$ cat src/cnft_pkg.sv
package cnft_pkg;

	localparam int unsigned ADDR_W = 6;
	localparam int unsigned DATA_W = 64;
	localparam int unsigned REG_IDX_W = 3;

	localparam logic [REG_IDX_W-1:0] REG_MINUTE  = 3'd0;
	localparam logic [REG_IDX_W-1:0] REG_HOUR    = 3'd1;
	localparam logic [REG_IDX_W-1:0] REG_DAY     = 3'd2;
	localparam logic [REG_IDX_W-1:0] REG_MONTH   = 3'd3;
	localparam logic [REG_IDX_W-1:0] REG_WEEKDAY = 3'd4;

	typedef enum logic [1:0] {
		ST_IDLE,
		ST_TICK,
		ST_SEARCH,
		ST_DONE
	} state_t;

	typedef enum logic [1:0] {
		OP_NONE,
		OP_LOAD,
		OP_TICK,
		OP_STEP
	} op_t;

	typedef struct packed {
		op_t  op;
		logic capture;
		logic found;
	} cmd_t;

	typedef struct packed {
		logic match;
		logic ok;
		logic limit;
	} status_t;

	typedef struct packed {
		logic [59:0] minute;
		logic [23:0] hour;
		logic [30:0] day;
		logic [11:0] month;
		logic [6:0]  weekday;
	} cfg_t;

endpackage

$ cat src/cnft_regs.sv
module cnft_regs
	import cnft_pkg::*;
(
	input  logic              clk,
	input  logic              arst_n,
	input  logic              psel,
	input  logic              penable,
	input  logic              pwrite,
	input  logic [ADDR_W-1:0] paddr,
	input  logic [DATA_W-1:0] pwdata,
	output logic [DATA_W-1:0] prdata,
	output logic              pready,
	output cfg_t              cfg
);

	cfg_t                 cfg_q;
	logic [REG_IDX_W-1:0] idx;
	logic                 wr_en;

	assign pready = 1'b1;
	assign idx    = paddr[ADDR_W-1:3];
	assign wr_en  = psel && penable && pwrite;
	assign cfg    = cfg_q;

	always_ff @(posedge clk or negedge arst_n) begin
		if (!arst_n) begin
			cfg_q.minute  <= '1;
			cfg_q.hour    <= '1;
			cfg_q.day     <= '1;
			cfg_q.month   <= '1;
			cfg_q.weekday <= '1;
		end else if (wr_en) begin
			unique case (idx)
				REG_MINUTE:  cfg_q.minute  <= pwdata[59:0];
				REG_HOUR:    cfg_q.hour    <= pwdata[23:0];
				REG_DAY:     cfg_q.day     <= pwdata[30:0];
				REG_MONTH:   cfg_q.month   <= pwdata[11:0];
				REG_WEEKDAY: cfg_q.weekday <= pwdata[6:0];
				default: ;
			endcase
		end
	end

	always_comb begin
		unique case (idx)
			REG_MINUTE:  prdata = {4'd0, cfg_q.minute};
			REG_HOUR:    prdata = {40'd0, cfg_q.hour};
			REG_DAY:     prdata = {33'd0, cfg_q.day};
			REG_MONTH:   prdata = {52'd0, cfg_q.month};
			REG_WEEKDAY: prdata = {57'd0, cfg_q.weekday};
			default:     prdata = '0;
		endcase
	end

endmodule

$ cat src/cnft_ctrl.sv
module cnft_ctrl
	import cnft_pkg::*;
(
	input  logic    clk,
	input  logic    arst_n,
	input  logic    start_valid,
	output logic    start_stall,
	output logic    next_valid,
	input  logic    next_stall,
	input  status_t st,
	output cmd_t    cmd
);

	state_t state_q, state_d;
	logic   found_q, found_d;
	logic   next_valid_q;
	logic   out_free;

	assign out_free   = !next_valid_q || !next_stall;
	assign next_valid = next_valid_q;

	always_comb begin
		state_d = state_q;
		found_d = found_q;
		unique case (state_q)
			ST_IDLE: begin
				if (start_valid) begin
					state_d = ST_TICK;
				end
			end
			ST_TICK: begin
				if (!st.ok) begin
					state_d = ST_DONE;
					found_d = 1'b0;
				end else begin
					state_d = ST_SEARCH;
				end
			end
			ST_SEARCH: begin
				priority if (st.limit) begin
					state_d = ST_DONE;
					found_d = 1'b0;
				end else if (st.match) begin
					state_d = ST_DONE;
					found_d = 1'b1;
				end else if (!st.ok) begin
					state_d = ST_DONE;
					found_d = 1'b0;
				end
			end
			ST_DONE: begin
				if (out_free) begin
					state_d = ST_IDLE;
				end
			end
			default: state_d = ST_IDLE;
		endcase
	end

	always_comb begin
		start_stall = (state_q != ST_IDLE);
		cmd.op      = OP_NONE;
		cmd.capture = 1'b0;
		cmd.found   = found_q;
		unique case (state_q)
			ST_IDLE: begin
				if (start_valid) begin
					cmd.op = OP_LOAD;
				end
			end
			ST_TICK: cmd.op = OP_TICK;
			ST_SEARCH: begin
				if (!st.limit && !st.match) begin
					cmd.op = OP_STEP;
				end
			end
			ST_DONE: cmd.capture = out_free;
			default: ;
		endcase
	end

	always_ff @(posedge clk or negedge arst_n) begin
		if (!arst_n) begin
			state_q      <= ST_IDLE;
			found_q      <= 1'b0;
			next_valid_q <= 1'b0;
		end else begin
			state_q <= state_d;
			found_q <= found_d;
			if (cmd.capture) begin
				next_valid_q <= 1'b1;
			end else if (!next_stall) begin
				next_valid_q <= 1'b0;
			end
		end
	end

`ifndef SYNTHESIS
	a_accept_to_tick: assert property (@(posedge clk) disable iff (!arst_n)
		(start_valid && !start_stall) |=> (state_q == ST_TICK))
		else $error("accepted item did not start the minute advance");
	a_done_holds: assert property (@(posedge clk) disable iff (!arst_n)
		(state_q == ST_DONE && next_valid && next_stall) |=> (state_q == ST_DONE))
		else $error("result dropped while output was stalled");
	a_valid_from_done: assert property (@(posedge clk) disable iff (!arst_n)
		$rose(next_valid) |-> ($past(state_q) == ST_DONE))
		else $error("output valid raised outside the done state");
`endif

endmodule

$ cat src/cnft_dp.sv
module cnft_dp
	import cnft_pkg::*;
#(
	parameter int unsigned MAX_STEPS = 65536
) (
	input  logic        clk,
	input  logic        arst_n,
	input  cfg_t        cfg,
	input  cmd_t        cmd,
	output status_t     st,
	input  logic [11:0] start_year,
	input  logic [3:0]  start_month,
	input  logic [4:0]  start_day,
	input  logic [4:0]  start_hour,
	input  logic [5:0]  start_minute,
	input  logic [5:0]  start_second,
	input  logic [2:0]  start_weekday,
	output logic [11:0] next_year,
	output logic [3:0]  next_month,
	output logic [4:0]  next_day,
	output logic [4:0]  next_hour,
	output logic [5:0]  next_minute,
	output logic [2:0]  next_weekday,
	output logic        found
);

	localparam int unsigned SW = $clog2(MAX_STEPS + 1);

	function automatic logic is_leap(input logic [11:0] y);
		logic div100;
		div100 = 1'b0;
		for (int k = 0; k <= 40; k++) begin
			if (y == 12'(k * 100)) begin
				div100 = 1'b1;
			end
		end
		return (y[1:0] == 2'd0) && (!div100 || (y[3:0] == 4'd0));
	endfunction

	function automatic logic [4:0] month_len(input logic [11:0] y, input logic [3:0] m);
		logic [4:0] len;
		unique case (m)
			4'd2:                      len = is_leap(y) ? 5'd29 : 5'd28;
			4'd4, 4'd6, 4'd9, 4'd11:   len = 5'd30;
			default:                   len = 5'd31;
		endcase
		return len;
	endfunction

	function automatic logic [2:0] mod7(input logic [5:0] v);
		logic [5:0] r;
		r = v;
		for (int k = 0; k < 5; k++) begin
			if (r >= 6'd7) begin
				r = r - 6'd7;
			end
		end
		return r[2:0];
	endfunction

	logic [11:0]   year_q;
	logic [3:0]    month_q;
	logic [4:0]    day_q;
	logic [4:0]    hour_q;
	logic [5:0]    minute_q;
	logic [2:0]    wd_q;
	logic [SW-1:0] step_q;

	logic [11:0] res_year_q;
	logic [3:0]  res_month_q;
	logic [4:0]  res_day_q;
	logic [4:0]  res_hour_q;
	logic [5:0]  res_minute_q;
	logic [2:0]  res_wd_q;
	logic        res_found_q;

	// load-time clamping
	logic [3:0] ld_month;
	logic [4:0] ld_len;
	logic [4:0] ld_day;

	// one search step
	logic [4:0] len;
	logic [3:0] month_idx;
	logic [4:0] day_idx;
	logic       month_hit, day_hit, hour_hit, minute_hit;
	logic       step, jump_m, jump_d, skip_h;
	logic       hour_carry, roll, do_date, date_ok;
	logic [2:0] wd_n;

	logic [11:0] year_d;
	logic [3:0]  month_d;
	logic [4:0]  day_d;
	logic [4:0]  hour_d;
	logic [5:0]  minute_d;
	logic [2:0]  wd_d;

	assign ld_month = (start_month == 4'd0) ? 4'd1 :
	                  (start_month > 4'd12) ? 4'd12 : start_month;
	assign ld_len   = month_len(start_year, ld_month);
	assign ld_day   = (start_day == 5'd0) ? 5'd1 :
	                  (start_day > ld_len) ? ld_len : start_day;

	assign len        = month_len(year_q, month_q);
	assign month_idx  = month_q - 4'd1;
	assign day_idx    = day_q - 5'd1;
	assign month_hit  = cfg.month[month_idx];
	assign day_hit    = cfg.day[day_idx] && cfg.weekday[wd_q];
	assign hour_hit   = cfg.hour[hour_q];
	assign minute_hit = cfg.minute[minute_q];

	assign step   = (cmd.op == OP_STEP);
	assign jump_m = step && !month_hit;
	assign jump_d = step && month_hit && !day_hit;
	assign skip_h = step && month_hit && day_hit && !hour_hit;

	// a skipped month ends its remaining days at once, so the weekday moves by all of them
	assign hour_carry = skip_h || (minute_q == 6'd59);
	assign roll       = jump_m || (day_q >= len);
	assign do_date    = jump_m || jump_d || (hour_carry && (hour_q == 5'd23));
	assign date_ok    = !(roll && (month_q == 4'd12) && (year_q == 12'd4095));
	assign wd_n       = jump_m ? mod7(6'(wd_q) + 6'(len) - 6'(day_q) + 6'd1) :
	                    ((wd_q == 3'd6) ? 3'd0 : wd_q + 3'd1);

	always_comb begin
		year_d   = year_q;
		month_d  = month_q;
		day_d    = day_q;
		hour_d   = hour_q;
		minute_d = minute_q;
		wd_d     = wd_q;
		priority if (do_date) begin
			hour_d   = 5'd0;
			minute_d = 6'd0;
			wd_d     = wd_n;
			if (roll) begin
				day_d = 5'd1;
				if (month_q == 4'd12) begin
					month_d = 4'd1;
					year_d  = year_q + 12'd1;
				end else begin
					month_d = month_q + 4'd1;
				end
			end else begin
				day_d = day_q + 5'd1;
			end
		end else if (hour_carry) begin
			hour_d   = hour_q + 5'd1;
			minute_d = 6'd0;
		end else begin
			minute_d = minute_q + 6'd1;
		end
	end

	assign st.match = month_hit && day_hit && hour_hit && minute_hit;
	assign st.ok    = !do_date || date_ok;
	assign st.limit = (step_q >= SW'(MAX_STEPS));

	always_ff @(posedge clk) begin
		unique case (cmd.op)
			OP_LOAD: begin
				year_q   <= start_year;
				month_q  <= ld_month;
				day_q    <= ld_day;
				hour_q   <= (start_hour > 5'd23) ? 5'd23 : start_hour;
				minute_q <= (start_minute > 6'd59) ? 6'd59 : start_minute;
				wd_q     <= (start_weekday == 3'd7) ? 3'd0 : start_weekday;
			end
			OP_TICK, OP_STEP: begin
				year_q   <= year_d;
				month_q  <= month_d;
				day_q    <= day_d;
				hour_q   <= hour_d;
				minute_q <= minute_d;
				wd_q     <= wd_d;
			end
			default: ;
		endcase
	end

	always_ff @(posedge clk or negedge arst_n) begin
		if (!arst_n) begin
			step_q <= '0;
		end else if (cmd.op == OP_LOAD) begin
			step_q <= '0;
		end else if (step) begin
			step_q <= step_q + SW'(1);
		end
	end

	always_ff @(posedge clk) begin
		if (cmd.capture) begin
			res_found_q  <= cmd.found;
			res_year_q   <= cmd.found ? year_q : 12'd0;
			res_month_q  <= cmd.found ? month_q : 4'd0;
			res_day_q    <= cmd.found ? day_q : 5'd0;
			res_hour_q   <= cmd.found ? hour_q : 5'd0;
			res_minute_q <= cmd.found ? minute_q : 6'd0;
			res_wd_q     <= cmd.found ? wd_q : 3'd0;
		end
	end

	// seconds never change the outcome: any value moves on to the next minute
	logic unused_second;
	assign unused_second = ^start_second;

	assign next_year    = res_year_q;
	assign next_month   = res_month_q;
	assign next_day     = res_day_q;
	assign next_hour    = res_hour_q;
	assign next_minute  = res_minute_q ^ {6{unused_second & 1'b0}};
	assign next_weekday = res_wd_q;
	assign found        = res_found_q;

`ifndef SYNTHESIS
	a_step_bound: assert property (@(posedge clk) disable iff (!arst_n)
		step_q <= SW'(MAX_STEPS))
		else $error("step counter ran past the limit");
	a_date_valid: assert property (@(posedge clk) disable iff (!arst_n)
		(cmd.op == OP_STEP) |-> (month_q >= 4'd1 && month_q <= 4'd12 &&
			day_q >= 5'd1 && day_q <= len && hour_q <= 5'd23 && minute_q <= 6'd59))
		else $error("working date out of range during search");
`endif

endmodule

$ cat src/cron_next_fire_time.sv
// Finds the next minute that matches the minute, hour, day, month and weekday masks,
// starting from the minute after the given time. One item is taken at a time: the
// start fields are loaded, then the first minute advance is made, and the search then
// makes one check per cycle in the datapath's single step unit (a month miss, day
// miss, hour miss or minute miss each costs one check), up to MAX_STEPS checks; the
// result is registered in the done state that ends the search, later while the
// previous result still waits on next_stall. A search stopped by the check limit makes
// a further pass through the search state to see the limit. start_stall stays high
// from the transfer of a start item until its result is registered. found is 0, with
// all other result fields 0, when the check limit is reached or the search would pass
// 4095-12-31 23:59. The user must write the masks over the register port only while no
// search is running; the block itself has no check for this.
module cron_next_fire_time
	import cnft_pkg::*;
#(
	parameter int unsigned MAX_STEPS = 65536
) (
	input  logic              clk,
	input  logic              arst_n,
	input  logic              psel,
	input  logic              penable,
	input  logic              pwrite,
	input  logic [ADDR_W-1:0] paddr,
	input  logic [DATA_W-1:0] pwdata,
	output logic [DATA_W-1:0] prdata,
	output logic              pready,
	input  logic              start_valid,
	output logic              start_stall,
	input  logic [11:0]       start_year,
	input  logic [3:0]        start_month,
	input  logic [4:0]        start_day,
	input  logic [4:0]        start_hour,
	input  logic [5:0]        start_minute,
	input  logic [5:0]        start_second,
	input  logic [2:0]        start_weekday,
	output logic              next_valid,
	input  logic              next_stall,
	output logic [11:0]       next_year,
	output logic [3:0]        next_month,
	output logic [4:0]        next_day,
	output logic [4:0]        next_hour,
	output logic [5:0]        next_minute,
	output logic [2:0]        next_weekday,
	output logic              found
);

	cfg_t    cfg;
	cmd_t    cmd;
	status_t st;

	cnft_regs u_regs (
		.clk     (clk),
		.arst_n  (arst_n),
		.psel    (psel),
		.penable (penable),
		.pwrite  (pwrite),
		.paddr   (paddr),
		.pwdata  (pwdata),
		.prdata  (prdata),
		.pready  (pready),
		.cfg     (cfg)
	);

	cnft_ctrl u_ctrl (
		.clk         (clk),
		.arst_n      (arst_n),
		.start_valid (start_valid),
		.start_stall (start_stall),
		.next_valid  (next_valid),
		.next_stall  (next_stall),
		.st          (st),
		.cmd         (cmd)
	);

	cnft_dp #(
		.MAX_STEPS (MAX_STEPS)
	) u_dp (
		.clk           (clk),
		.arst_n        (arst_n),
		.cfg           (cfg),
		.cmd           (cmd),
		.st            (st),
		.start_year    (start_year),
		.start_month   (start_month),
		.start_day     (start_day),
		.start_hour    (start_hour),
		.start_minute  (start_minute),
		.start_second  (start_second),
		.start_weekday (start_weekday),
		.next_year     (next_year),
		.next_month    (next_month),
		.next_day      (next_day),
		.next_hour     (next_hour),
		.next_minute   (next_minute),
		.next_weekday  (next_weekday),
		.found         (found)
	);

endmodule
$ cat config.mk
export PLATFORM = sky130hd
export DESIGN_NAME = cron_next_fire_time
export DESIGN_NICKNAME = d
export VERILOG_FILES = /design/src/cnft_pkg.sv /design/src/cnft_regs.sv /design/src/cnft_ctrl.sv /design/src/cnft_dp.sv /design/src/cron_next_fire_time.sv
export SDC_FILE = /design/constraint.sdc
export NUM_CORES = 1
export LEC_CHECK = 0
export BUFFER_PORTS_ARGS = -buffer_cell sky130_fd_sc_hd__clkbuf_2
export CORE_MARGIN = 2
export CORE_UTILIZATION = 60
export CTS_CLUSTER_DIAMETER = 60
export DETAILED_ROUTE_END_ITERATION = 8
export PLACE_DENSITY_LB_ADDON = 0.12
export SLEW_MARGIN = 5
export SYNTH_ARGS = -nofsm -noshare
export SYNTH_HDL_FRONTEND = slang
export SYNTH_SLANG_ARGS = --single-unit
$ cat constraint.sdc
create_clock -name clk -period 17.9 [get_ports clk]
set_clock_uncertainty 0.1 [all_clocks]
set_input_delay 1.79 -clock clk [delete_from_list [all_inputs] [get_ports clk]]
set_output_delay 1.79 -clock clk [all_outputs]
set_load 0.02 [all_outputs]
==> results.sh <==
export IMPL_fmax_mhz=93.2
export IMPL_hpwl_mm=26.6
export IMPL_worst_slew_pin_slew_ns=1.16
export IMPL_io_pins=221
export IMPL_dieArea_sq_um=25900
export IMPL_worst_setup_path_end_kind="flip-flop"
export IMPL_synth_edff_count=71
export IMPL_fp_row_count=57
export IMPL_drive_gt1_frac=0.391
export IMPL_place_gp_congestion=0.895
export IMPL_cap_violations=0
export IMPL_fp_dieH_um=161
export IMPL_num_fill_cells=1829
export IMPL_cts_resized=0
export IMPL_grt_max_degree=101
export IMPL_start_util=0.610
export IMPL_yosysWarnings=0
export IMPL_ys_ff_latch=226
export IMPL_outcome="finished, final reports clean"
export IMPL_hold_buffers=0
export IMPL_critPathMaxFanout=17
export IMPL_holdCritPathClass="reg -> reg"
export IMPL_drc=0
export IMPL_setup_viol=0
export IMPL_ys_seq_area_frac=0.418
export IMPL_path_common_cell="ha_1"
export IMPL_cts_root_buf="clkbuf_16"
export IMPL_fin_util=0.697
export IMPL_die_w_um=161
export IMPL_clock_path_buffers=3
export IMPL_syn_cell_area_sq_um=14800
export IMPL_tns_ns=0
export IMPL_first_pass_iters=5
export IMPL_hold_violations=0
export IMPL_grt_antenna_before_repair=0
export IMPL_grt_pass1_vias=11300
export IMPL_synth_top_cell_area_share=0.238
export IMPL_synth_area_leaders="dfstp_2 (24%), edfxtp_1 (14%), mux2_2 (11%), mux4_2 (5.8%), dfrtp_1 (3.6%)"
export IMPL_synth_distinct_cells=96
export IMPL_worst_setup_path_type="reg -> reg"
export IMPL_wl_mm=37.2
export IMPL_drtIter0Drc=1118
export IMPL_syn_inst=1388
export IMPL_cts_buffers=27
export IMPL_critPathBufInv=2
export IMPL_cts_setup_buffers=0
export IMPL_syn_area_per_cell_sq_um=10.7
export IMPL_vias_per_cell=6.22
export IMPL_post_synth_top_count_cell="mux2_2"
export IMPL_cts_sinks=226
export IMPL_antenna_cells=0
export IMPL_core_sq_um=24200
export IMPL_start_kind="flip-flop"
export IMPL_grt_usage=0.287
export IMPL_synth_flop_cell="dfstp_2"
export IMPL_max_stage_delay_ns=0.69
export IMPL_clock_latency_ns=0.53
export IMPL_drtAntennaViolNets=0
export IMPL_fin_crit_sh=0.600
export IMPL_syn_to_final_growth_pct=14.2
export IMPL_slew_limit_headroom=0.229
export IMPL_yosys_top_cells_count="mux2_2 (142), dfstp_2 (134), nand2_1 (97)"
export IMPL_fin_crit_ns=10.73
export IMPL_whs_ns=0.416
export IMPL_slowest_stage="xor2_1"
export IMPL_cp_top_family="compound AO/OA/AOI/OAI gates"
export IMPL_cts_htree_levels=1
export IMPL_async_flop_share=0.686
export IMPL_wl_per_cell_um=19.7
export IMPL_critPathArrivalTime_ns=10.92
export IMPL_crit_required_ns=18.08
export IMPL_port_buffers=202
export IMPL_grt_pass1_wl_mm=59.9
export IMPL_path_clk_slew_ns=0.06
export IMPL_cts_tree="built"
export IMPL_synth_top_area_cell="dfstp_2"
export IMPL_grt_overflow=0
export IMPL_maxSlewViolCount=0
export IMPL_vias=11800
export IMPL_r2r_setup_slack_ns=7.17
export IMPL_rsz0062_at_grt="false"
export IMPL_nets=1703
## sequential cells by signal, summed over array words and instances (netlist names), 3 cells and up
register           count
u_dp.minute_q          6
u_dp.next_minute       6
u_dp.next_day          5
u_dp.day_q             5
u_dp.wd_q              3
u_dp.next_weekday      3
u_dp.next_month        4
u_dp.hour_q            5
u_dp.year_q           12
u_dp.step_q           17
u_dp.month_q           4
u_regs.cfg           134
u_dp.next_hour         5
u_dp.next_year        12
## layer usage
metal | routed length [um] | vias up | global-route usage
met1 | 15600 | 5757 | 0.400
met3 | 2510 | 80 | 0.0421
met4 | 960 | 0 | 0.0735
li1 | - | 5435 | -
met5 | 0 | - | 0
met2 | 18200 | 495 | 0.476
## through the flow
| stage | instance area (sq um) | std cells | setup WS, ns |
|---|---|---|---|
| after detailed placement | 16000 | 1841 | 7.34 |
| after floorplan | 14800 | 1391 | 8.83 |
| after global placement | 16000 | 1841 | 7.55 |
| after CTS | 16900 | 1891 | 7.29 |
| after global routing | 16900 | 1891 | 6.39 |
| final | 16900 | 1891 | 7.17 |
## layout make-up
type                            instances  area [sq um]  share of cell area
Multi-Input combinational cell       1027          8090               0.479
Timing Repair Buffer                  216          1120              0.0664
Clock buffer                           42           838              0.0496
Inverter                               48           180              0.0107
Clock inverter                          8          80.1             0.00474
Sequential cell                       226          6180               0.366
Tap cell                              324           405              0.0240
## placed cells by master (no fill, tap or decap), drive strengths merged, types with 21 or more instances in the layout
| cell | n |
|---|---|
| clkbuf | 243 |
| mux2 | 145 |
| dfstp | 134 |
| nand2 | 97 |
| nor2 | 92 |
| o21ai | 84 |
| and2 | 73 |
| edfxtp | 71 |
| a21oi | 61 |
| inv | 51 |
| mux4 | 42 |
| nand3 | 41 |
| ha | 37 |
| nor3 | 33 |
| mux2i | 32 |
| xnor2 | 27 |
| dfrtp | 21 |
## worst paths after layout
check,to,cells past startpoint,from
setup / recovery,u_dp.wd_q[1],43,u_dp.year_q[3]
max in group asynchronous,u_regs.cfg[8],2,arst_n
setup reg to reg,u_dp.wd_q[1],43,u_dp.year_q[3]
min in group asynchronous,u_dp.step_q[9],1,arst_n
hold / removal,u_dp.step_q[2],1,u_dp.step_q[2]
hold reg to reg,u_dp.step_q[2],1,u_dp.step_q[2]
## logic make-up (layout without fill, tap and decap cells)
| group | after synthesis | count (layout) | synth area share |
|---|---|---|---|
| mux | 219 | 219 | 0.197 |
| buf+inv | 138 | 314 | 0.0393 |
| fa+ha+maj | 39 | 39 | 0.0340 |
| other cells | 2 | 5 | 0.000508 |
| compound gates | 277 | 277 | 0.128 |
| flops | 226 | 226 | 0.418 |
| xor+xnor | 43 | 43 | 0.0265 |
| simple gates | 444 | 444 | 0.158 |
Power is left out: the tool's default activity adds up to more than one toggle a clock period on the data nets, which glitch-free logic cannot reach.
